`src/hw/rtl/cau_pkg.sv`:
```
package cau_pkg;

   localparam int WORD_BITS_DEF = 32;
   localparam int FRAC_BITS_DEF = 24;

   typedef enum logic [1:0] {
      OP_ADD = 2'd0,
      OP_SUB = 2'd1,
      OP_MUL = 2'd2,
      OP_DIV = 2'd3
   } cau_op_type;

   localparam logic [1:0] STATUS_OK  = 2'd0;
   localparam logic [1:0] STATUS_SAT = 2'd1;
   localparam logic [1:0] STATUS_DZ  = 2'd2;

   typedef struct packed {
      logic       valid;
      cau_op_type op;
      logic       zero_div;
      logic       over_re;
      logic       over_im;
      logic       neg_re;
      logic       neg_im;
   } cau_ctl_type;

endpackage

```
`src/hw/rtl/cau_div_stage.sv`:
```
module cau_div_stage
   import cau_pkg::*;
#(
   parameter int PW  = 2 * WORD_BITS_DEF,
   parameter int RW  = 3 * WORD_BITS_DEF + FRAC_BITS_DEF + 2,
   parameter int QW  = WORD_BITS_DEF,
   parameter int BIT = 0
) (
   input  logic          clock,
   input  logic          reset,
   input  logic          enable,
   input  cau_ctl_type   ctl_in,
   input  logic [PW:0]   den_in,
   input  logic [RW-1:0] rem_re_in,
   input  logic [RW-1:0] rem_im_in,
   input  logic [QW-1:0] q_re_in,
   input  logic [QW-1:0] q_im_in,
   output cau_ctl_type   ctl_out,
   output logic [PW:0]   den_out,
   output logic [RW-1:0] rem_re_out,
   output logic [RW-1:0] rem_im_out,
   output logic [QW-1:0] q_re_out,
   output logic [QW-1:0] q_im_out
);

   localparam logic [QW-1:0] QBIT = {{(QW-1){1'b0}}, 1'b1} << BIT;

   cau_ctl_type   ctl_ff;
   logic [PW:0]   den_ff;
   logic [RW-1:0] rem_re_ff, rem_im_ff, rem_re_in_c, rem_im_in_c;
   logic [QW-1:0] q_re_ff, q_im_ff, q_re_in_c, q_im_in_c;
   logic [RW-1:0] dsh;
   logic [RW:0]   trial_re, trial_im;
   logic          is_div;

   always_comb begin
      is_div      = (ctl_in.op == OP_DIV);
      dsh         = {{(RW-PW-1){1'b0}}, den_in} << BIT;
      trial_re    = {1'b0, rem_re_in} - {1'b0, dsh};
      trial_im    = {1'b0, rem_im_in} - {1'b0, dsh};
      rem_re_in_c = rem_re_in;
      rem_im_in_c = rem_im_in;
      q_re_in_c   = q_re_in;
      q_im_in_c   = q_im_in;
      if (is_div && !trial_re[RW]) begin
         rem_re_in_c = trial_re[RW-1:0];
         q_re_in_c   = q_re_in | QBIT;
      end
      if (is_div && !trial_im[RW]) begin
         rem_im_in_c = trial_im[RW-1:0];
         q_im_in_c   = q_im_in | QBIT;
      end
   end

   always_ff @(posedge clock) begin
      if (reset) begin
         ctl_ff.valid <= 1'b0;
      end else if (enable) begin
         ctl_ff.valid <= ctl_in.valid;
      end
      if (enable) begin
         ctl_ff.op       <= ctl_in.op;
         ctl_ff.zero_div <= ctl_in.zero_div;
         ctl_ff.over_re  <= ctl_in.over_re;
         ctl_ff.over_im  <= ctl_in.over_im;
         ctl_ff.neg_re   <= ctl_in.neg_re;
         ctl_ff.neg_im   <= ctl_in.neg_im;
         den_ff          <= den_in;
         rem_re_ff       <= rem_re_in_c;
         rem_im_ff       <= rem_im_in_c;
         q_re_ff         <= q_re_in_c;
         q_im_ff         <= q_im_in_c;
      end
   end

   assign ctl_out    = ctl_ff;
   assign den_out    = den_ff;
   assign rem_re_out = rem_re_ff;
   assign rem_im_out = rem_im_ff;
   assign q_re_out   = q_re_ff;
   assign q_im_out   = q_im_ff;

endmodule

```
`config.mk`:
```
export PLATFORM = sky130hd
export DESIGN_NAME = cau_div_stage
export DESIGN_NICKNAME = d
export VERILOG_FILES = /design/src/hw/rtl/cau_pkg.sv /design/src/hw/rtl/cau_div_stage.sv
export SDC_FILE = /design/constraint.sdc
export NUM_CORES = 1
export LEC_CHECK = 0
export BUFFER_PORTS_ARGS = -buffer_cell sky130_fd_sc_hd__buf_2
export CAP_MARGIN = 40
export CORE_AREA = 2 2 299 301
export DETAILED_ROUTE_END_ITERATION = 6
export DIE_AREA = 0 0 301 303
export GPL_TIMING_DRIVEN = 0
export PLACE_DENSITY = 0.52
export SLEW_MARGIN = 20
export SYNTH_ARGS = -nofsm -noshare
export SYNTH_HDL_FRONTEND = slang
export SYNTH_SLANG_ARGS = --single-unit
```
`constraint.sdc`:
```
create_clock -name clock -period 4.83 [get_ports clock]
set_input_delay 0.966 -clock clock [delete_from_list [all_inputs] [get_ports clock]]
set_output_delay 0.966 -clock clock [all_outputs]
set_load 0.01 [all_outputs]
```
==> run_results.csv, run 1 <==
group,metric,value,unit
die,placeableCoreArea,88000,sq um
synthesis,postSynthNetCount,2986,
clocking,number_of_levels_in_the_clock_h_tree,2,
detailed_routing,detail_route.vias_per_cell,5.07,
die,row_count,109,
cells_and_area,area_delta_synth_final,30.0,%
worst_setup_path,worstPathCellList,"buf_2, ha_1, inv_1, fa_1, a21o_1, nand4_1, a211oi_1, buf_2, o21bai_1, a2111oi_2, buf_2, a21o_1, o2111ai_1, a21oi_1, buf_2, nor2_1, a22o_1",
global_routing,grt_pass1_vias,22200,
global_routing,grtUsageTotal,22.4,%
global_routing,grt_antenna_before_repair,29,
global_routing,groute.layer.met2.usage,38.6,%
hold_path,min_to,"ctl_out[7]",
sta,final_hold_viol_count,0,
status,outcome,"finished, final reports clean",
sta,setup_viol,0,
cells_and_area,stdcell_area,31500,sq um
sta,final_max_slew_viol_count,0,
synthesis,synthArstFlopShare,0,%
clocking,cts_hold_buf,0,
worst_setup_path,cp_top_family,"compound AO/OA/AOI/OAI gates",
worst_setup_path,path_type_of_the_worst_setup_path,"input pin to register",
worst_setup_path,critical_path_arrival,5.10,ns
cells_and_area,leading_cell_type_in_the_layout_fill_and_taps_excluded,"buf_2",
global_routing,gr-total-overflow,0,
clocking,cts_max_path_buffers,3,
clocking,worst_setup_hold_path_clk_slew,0.06,ns
hold_path,worst_min_path_start,"reset",
worst_setup_path,cp_num_cells,17,
sta,timing.slew.headroom,43.1,%
detailed_routing,drc_violation_count_after_routing,0,
detailed_routing,vias,22900,
synthesis,synthDominantAreaCellType,"edfxtp_1",
cells_and_area,fin_cells,4518,
cells_and_area,final_layout_size_suffix_gt1_share,28.0,%
sta,tightest_slew,0.845,ns
place,dpl.cell_count,4413,
worst_setup_path,path_buf_inv,5,
worst_setup_path,critical_path.reg2reg.endpoint,"ctl_out[7]",
synthesis,synthesis.area,24200,sq um
sta,final_min_period_over_clock_period,97.6,%
sta,max_freq,212,MHz
sta,unrepaired_setup_endpoints_after_global_routing,"false",
detailed_routing,detail-route-antenna-nets,0,
detailed_routing,tritonroute_pass_1_iters,5,
worst_setup_path,timing.rr.start,"ctl_out[7]",
worst_setup_path,cpPeakStageDelay,0.58,ns
synthesis,ys_warn_count,0,
pwr,power.static_leakage,0.0130,uW
die,die_h,303,microns
worst_setup_path,critical_path.endpoint_type,"register",
global_routing,grt_pass1_wl,149000,microns
hold_path,timing.hold.worst.class,"input pin to register",
clocking,tritoncts.num_buffers,49,
hold_path,holdPathStages,2,
sta,timing.final.crit_period,4.71,ns
global_routing,grt.met1_usage,28.0,%
global_routing,globalRouteMet3Util,5.34,%
synthesis,synth_largest_type_area_fraction,47.1,%
place,finalWeightedCongestion,0.946,
sta,finClkSkew,0,ns
synthesis,syn-instance-count,2470,
worst_setup_path,critical_path.most_common_cell,"buf_2",
die,ios,765,
place,dp_hpwl,88900,microns
flow_run,cap_viol_max_count,0,
clocking,tritoncts_num_sinks,381,
synthesis,ys_types,81,
worst_setup_path,regToRegSetupSlack,4.25,ns
place,placed_cell_area,29700,sq um
synthesis,synth_seq_cells,381,
global_routing,grt_most_used_layer,"met2",
cells_and_area,layout_common_cells,"buf_2 (788), edfxtp_1 (380), nand2_1 (300)",
place,place.port_buffers,764,
cells_and_area,nets,3819,
synthesis,yosys_most_used_dff,"edfxtp_1",
detailed_routing,dr.first_iter.drc_count,1641,
die,die_area,91200,sq um
global_routing,pin_count_of_the_biggest_net_entering_global_routing,100,
synthesis,synth-seq-area-share,47.2,%
worst_setup_path,cp_slowest_cell,"a21oi_1",
pwr,power.density,328,nW/um^2
worst_setup_path,crit_required,5.22,ns
detailed_routing,routed_wirelength,107000,microns
detailed_routing,wl_per_cell,23.8,microns
clocking,cts_tree,"built",
synthesis,synth_area_leaders,"edfxtp_1 (47%), ha_1 (6.7%), nand2_1 (4.6%), xor2_1 (4.6%), o21ai_0 (4.5%)",
synthesis,synth.avg_cell_area,9.81,sq um
clocking,clock_latency,0.62,ns
die,die_w,301,microns
worst_setup_path,start_kind,"input pin",
worst_setup_path,worst_r2r_path_depth,2,
worst_setup_path,critPathMaxFanout,10,
clocking,root_buffer,"clkbuf_16",
synthesis,synth_edf_count,380,
die,initial_utilization,27.6,%
pwr,power.ir.vdd_worst,0.302,mV
==> repair_timing <==
action	CTS	global route
pin swaps	1	0
endpoints found under the setup margin	37	19
buffers inserted	2	0
cloned	0	0
hold endpoints to repair	0	0
resized for setup	4	7
==> synth_stat cells (5+ instances only) <==
| library cell | instances |
|---|---|
| o21a_1 | 22 |
| ha_1 | 130 |
| nand3_1 | 53 |
| nor2_1 | 157 |
| nor3_1 | 84 |
| a31oi_1 | 16 |
| buf_2 | 22 |
| o2111ai_1 | 5 |
| or2_2 | 14 |
| and3_1 | 8 |
| edfxtp_1 | 380 |
| o31ai_1 | 14 |
| or3_1 | 32 |
| or4_1 | 25 |
| nand2b_1 | 27 |
| o211ai_1 | 15 |
| nor2b_1 | 8 |
| nor4_1 | 49 |
| nand4b_1 | 7 |
| nand4_1 | 62 |
| inv_1 | 100 |
| a211oi_1 | 13 |
| a21oi_1 | 184 |
| a21boi_0 | 19 |
| a2111oi_0 | 8 |
| and2_1 | 12 |
| clkbuf_1 | 62 |
| o41ai_1 | 6 |
| xnor2_1 | 104 |
| xor2_1 | 128 |
| nand2_1 | 300 |
| o21ai_0 | 216 |
| o21ai_1 | 10 |
| a211o_1 | 5 |
| o21bai_1 | 28 |
| a21o_1 | 59 |
==> sequential cells by signal, indices dropped and copies added (netlist names) <==
name,flops
rem_im_out,122
den_out,65
q_im_out,32
q_re_out,32
rem_re_out,122
ctl_out,8
==> routing by layer <==
| layer | up-vias | part of all wire [%] |
|---|---|---|
| li1 | 10900 | - |
| met1 | 11100 | 41 |
| met2 | 783 | 49 |
| met3 | 145 | 7.2 |
| met4 | 14 | 2.3 |
| met5 | - | 0.089 |
==> metrics by stage <==
step / total power (uW) / worst slack [ns] / hold WS (ns) / setup TNS, ns / util, %
after global routing: 10800 / 0.0224 / 0.464 / 0 / 35.8
after detailed placement: 6500 / -1.12 / 0.493 / -98.68 / 33.8
after floorplan: 5390 / 0.607 / 0.528 / 0 / -
final: 10300 / 0.117 / 0.497 / 0 / 35.8
after CTS: 10400 / 0.0107 / 0.453 / 0 / 35.7
after global placement: 6520 / -3.37 / 0.473 / -1415.75 / 33.6
==> layout make-up <==
cell class | instances | area (sq um)
antenna | 12 | 30.0
buffer | 87 | 368
clock buffer | 55 | 1290
clock inverter | 34 | 375
fill | 9257 | 56500
inverter | 100 | 375
multi-input combinational | 1902 | 12100
sequential | 381 | 11400
tap | 1165 | 1460
timing repair buffer | 782 | 4030
==> worst max path at each step <==
stage,startpoint,to,slack [ns]
after CTS,den_in[64],rem_im_out[96],0.01
after global placement,enable,ctl_out[7],-3.37
final,den_in[0],rem_re_out[86],0.12
after detailed placement,den_in[64],rem_im_out[117],-1.12
after floorplan,rem_im_in[0],rem_im_out[108],0.61
after global routing,den_in[0],rem_re_out[86],0.02
==> cells by family (layout without fill, tap and decap cells) <==
group                      count (synthesis)  count (layout)  share of synthesized area, %
AOI/OAI and AO/OA                        659             659                          16.5
xor gates and xnor gates                 232             232                          8.38
adders and majority gates                132             132                          6.88
buffers and inverters                    187            1058                          3.06
DFF                                      381             381                          47.2
muxes                                      5               5                         0.227
other                                      0              12                             0
and+or+nand+nor                          874             874                          17.8
==> power by group <==
group	switching, uW	leakage (uW)	internal, uW	total [uW]
combinational	1540	0.00846	853	2400
clock	1570	0.000808	2300	3870
sequential	73.3	0.00372	3980	4060
total	3180	0.0130	7140	10300
(Power assumes the default switching activity.)
==> run 2: changes to the inputs <==
--- a/config.mk
+++ b/config.mk
@@ -11,7 +11,6 @@
 export DETAILED_ROUTE_END_ITERATION = 6
 export DIE_AREA = 0 0 301 303
 export GPL_TIMING_DRIVEN = 0
-export PLACE_DENSITY = 0.52
 export SLEW_MARGIN = 20
 export SYNTH_ARGS = -nofsm -noshare
 export SYNTH_HDL_FRONTEND = slang
==> run 2 against run 1 <==
Against the previous run: cell count about the same; clock skew stayed put; sequential share of layout area up 0.10 points; global-route usage shrank 0.098 points; core utilization shrank 0.10 points; clock power shrank 7.0%; hold slack lost 0.00053 ns; wire length is 0.72% lower; critical path type unchanged; highest routed layer unchanged.
==> run_results.csv, run 2 (synthesis results as in run 1) <==
group,metric,value,unit
status,outcome,"finished, final reports clean",
die,initial_utilization,27.6,%
detailed_routing,tritonroute_pass_1_iters,5,
sta,final_max_slew_viol_count,0,
clocking,cts_tree,"built",
detailed_routing,routed_wirelength,107000,microns
cells_and_area,area_delta_synth_final,29.6,%
global_routing,gr-total-overflow,0,
pwr,cell_internal_pwr,6900,uW
sta,finClkSkew,0,ns
place,dp_hpwl,88700,microns
detailed_routing,detail-route-antenna-nets,0,
clocking,clock_latency,0.63,ns
pwr,combPwrFrac,23.9,%
detailed_routing,dr.first_iter.drc_count,1749,
die,ios,765,
cells_and_area,final_layout_size_suffix_gt1_share,27.9,%
sta,setup_viol,0,
clocking,worst_setup_hold_path_clk_slew,0.06,ns
worst_setup_path,critical_path_arrival,5.09,ns
clocking,number_of_levels_in_the_clock_h_tree,2,
global_routing,grtUsageTotal,22.3,%
cells_and_area,leading_cell_type_in_the_layout_fill_and_taps_excluded,"buf_2",
clocking,tritoncts.num_buffers,49,
cells_and_area,fillCellCount,9115,
clocking,tritoncts_num_sinks,381,
pwr,power.static_leakage,0.0130,uW
pwr,power.density,320,nW/um^2
global_routing,grt_pass1_vias,22200,
cells_and_area,layout_common_cells,"buf_2 (789), edfxtp_1 (380), nand2_1 (300)",
cells_and_area,fin_util,35.7,%
worst_setup_path,crit_required,5.19,ns
clocking,cts_max_path_buffers,3,
sta,final_hold_viol_count,0,
clocking,cts_hold_buf,0,
sta,timing.final.crit_period,4.72,ns
worst_setup_path,critPathMaxFanout,10,
sta,timing.slew.headroom,46.0,%
pwr,fraction_of_power_consumed_by_sequential_logic,40.3,%
global_routing,pin_count_of_the_biggest_net_entering_global_routing,100,
pwr,switch_pwr,3160,uW
worst_setup_path,path_type_of_the_worst_setup_path,"input pin to register",
sta,unrepaired_setup_endpoints_after_global_routing,"false",
die,die_area,91200,sq um
worst_setup_path,critical_path.endpoint_type,"register",
pwr,clkPwrFrac,35.8,%
detailed_routing,vias,23200,
detailed_routing,wl_per_cell,23.6,microns
global_routing,grt_antenna_before_repair,30,
cells_and_area,nets,3819,
place,place.port_buffers,764,
place,placement.setup.worst_slack,-1.11,ns
global_routing,grt_pass1_wl,149000,microns
cells_and_area,sequential_cell_area,11400,sq um
die,row_count,109,
flow_run,cap_viol_max_count,0,
worst_setup_path,start_kind,"input pin",
sta,tightest_slew,0.803,ns
die,die_w,301,microns
detailed_routing,drc_violation_count_after_routing,0,
sta,max_freq,212,MHz
detailed_routing,detail_route.vias_per_cell,5.13,
sta,hold_slack,0.496,ns
hold_path,timing.hold.worst.class,"input pin to register",
pwr,power.ir.vdd_worst,0.349,mV
sta,final_min_period_over_clock_period,97.8,%
pwr,netSwitchingFraction,31.4,%
cells_and_area,multiInputGateArea,12200,sq um
die,placeableCoreArea,88000,sq um
sta,layout_setup_ws,0.106,ns
clocking,root_buffer,"clkbuf_16",
die,die_h,303,microns
place,finalWeightedCongestion,0.971,
[run 2: cell count changes in the layout (fill, tap and decap cells not counted), sizes merged]
cell           delta
inv               -4
dlymetal6s2s      +1
clkdlybuf4s15     -1
clkbuf            +3
buf               +1
bufinv            -4
clkinv            +5
diode             -3
[run 2: area by class of cell]
type	instances	share of cell area (%)
clock inverters	31	0.860
repair buffers	782	12.9
diodes	9	0.0717
well taps	1165	4.64
plain buffers	87	1.16
multi-input cells	1902	38.7
clock buffers	59	4.09
flip-flops and latches	381	36.4
inverters	100	1.19
[run 2: metrics by stage]
stage          setup TNS (ns)  instances  area, sq um  power [uW]
6_report                    0       4516        31400       10100
5_1_grt                     0       4513        31400       10500
4_1_cts                     0       4503        31300       10200
3_5_place_dp           -88.31       4411        29700        6500
3_3_place_gp         -1397.46       4399        29500        6510
2_1_floorplan               0       2470        24200        5390
[run 2: metal layers]
metal	wire length (microns)	part of all wire [%]	GRT usage (%)
met4	2610	2.4	6.15
met2	51500	48	37.3
met1	44400	42	28.1
met3	8060	7.6	6.19
met5	105	0.098	0
[run 2: what timing repair did]
item / 4_1_cts / 5_1_grt
pin swaps: 1 / 0
gates resized for setup: 5 / 10
setup endpoints to repair: 36 / 36
buffers inserted: 2 / 0
[run 2: power groups by stage]
| stage | Sequential (uW) | Combinational (uW) | Clock, uW |
|---|---|---|---|
| 2_1_floorplan | 4290 | 1100 | 0 |
| 3_3_place_gp | 4160 | 2360 | 0 |
| 3_5_place_dp | 4120 | 2370 | 0 |
| 4_1_cts | 4060 | 2390 | 3710 |
| 5_1_grt | 4080 | 2620 | 3830 |
| 6_report | 4060 | 2400 | 3600 |
[run 2: path summary, 6_finish.rpt]
check	endpoint	slack (ns)	start	depth (start not counted)
max	rem_im_out[117]	0.11	den_in[21]	16
min	ctl_out[7]	0.50	reset	2
min reg2reg	ctl_out[7]	0.50	ctl_out[7]	2
max reg2reg	ctl_out[7]	4.25	ctl_out[7]	2
[run 2: critical path: stages]
cell	delay [ns]
buf_2	0.12
inv_1	0.08
ha_1	0.27
clkbuf_1	0.30
nand2_1	0.12
o21ai_0	0.49
nand3_1	0.14
o311ai_1	0.15
a211o_1	0.22
o2111ai_1	0.16
buf_4	0.22
a21o_2	0.33
nor4_4	0.55
buf_2	0.37
nand3_1	0.13
xnor2_1	0.45
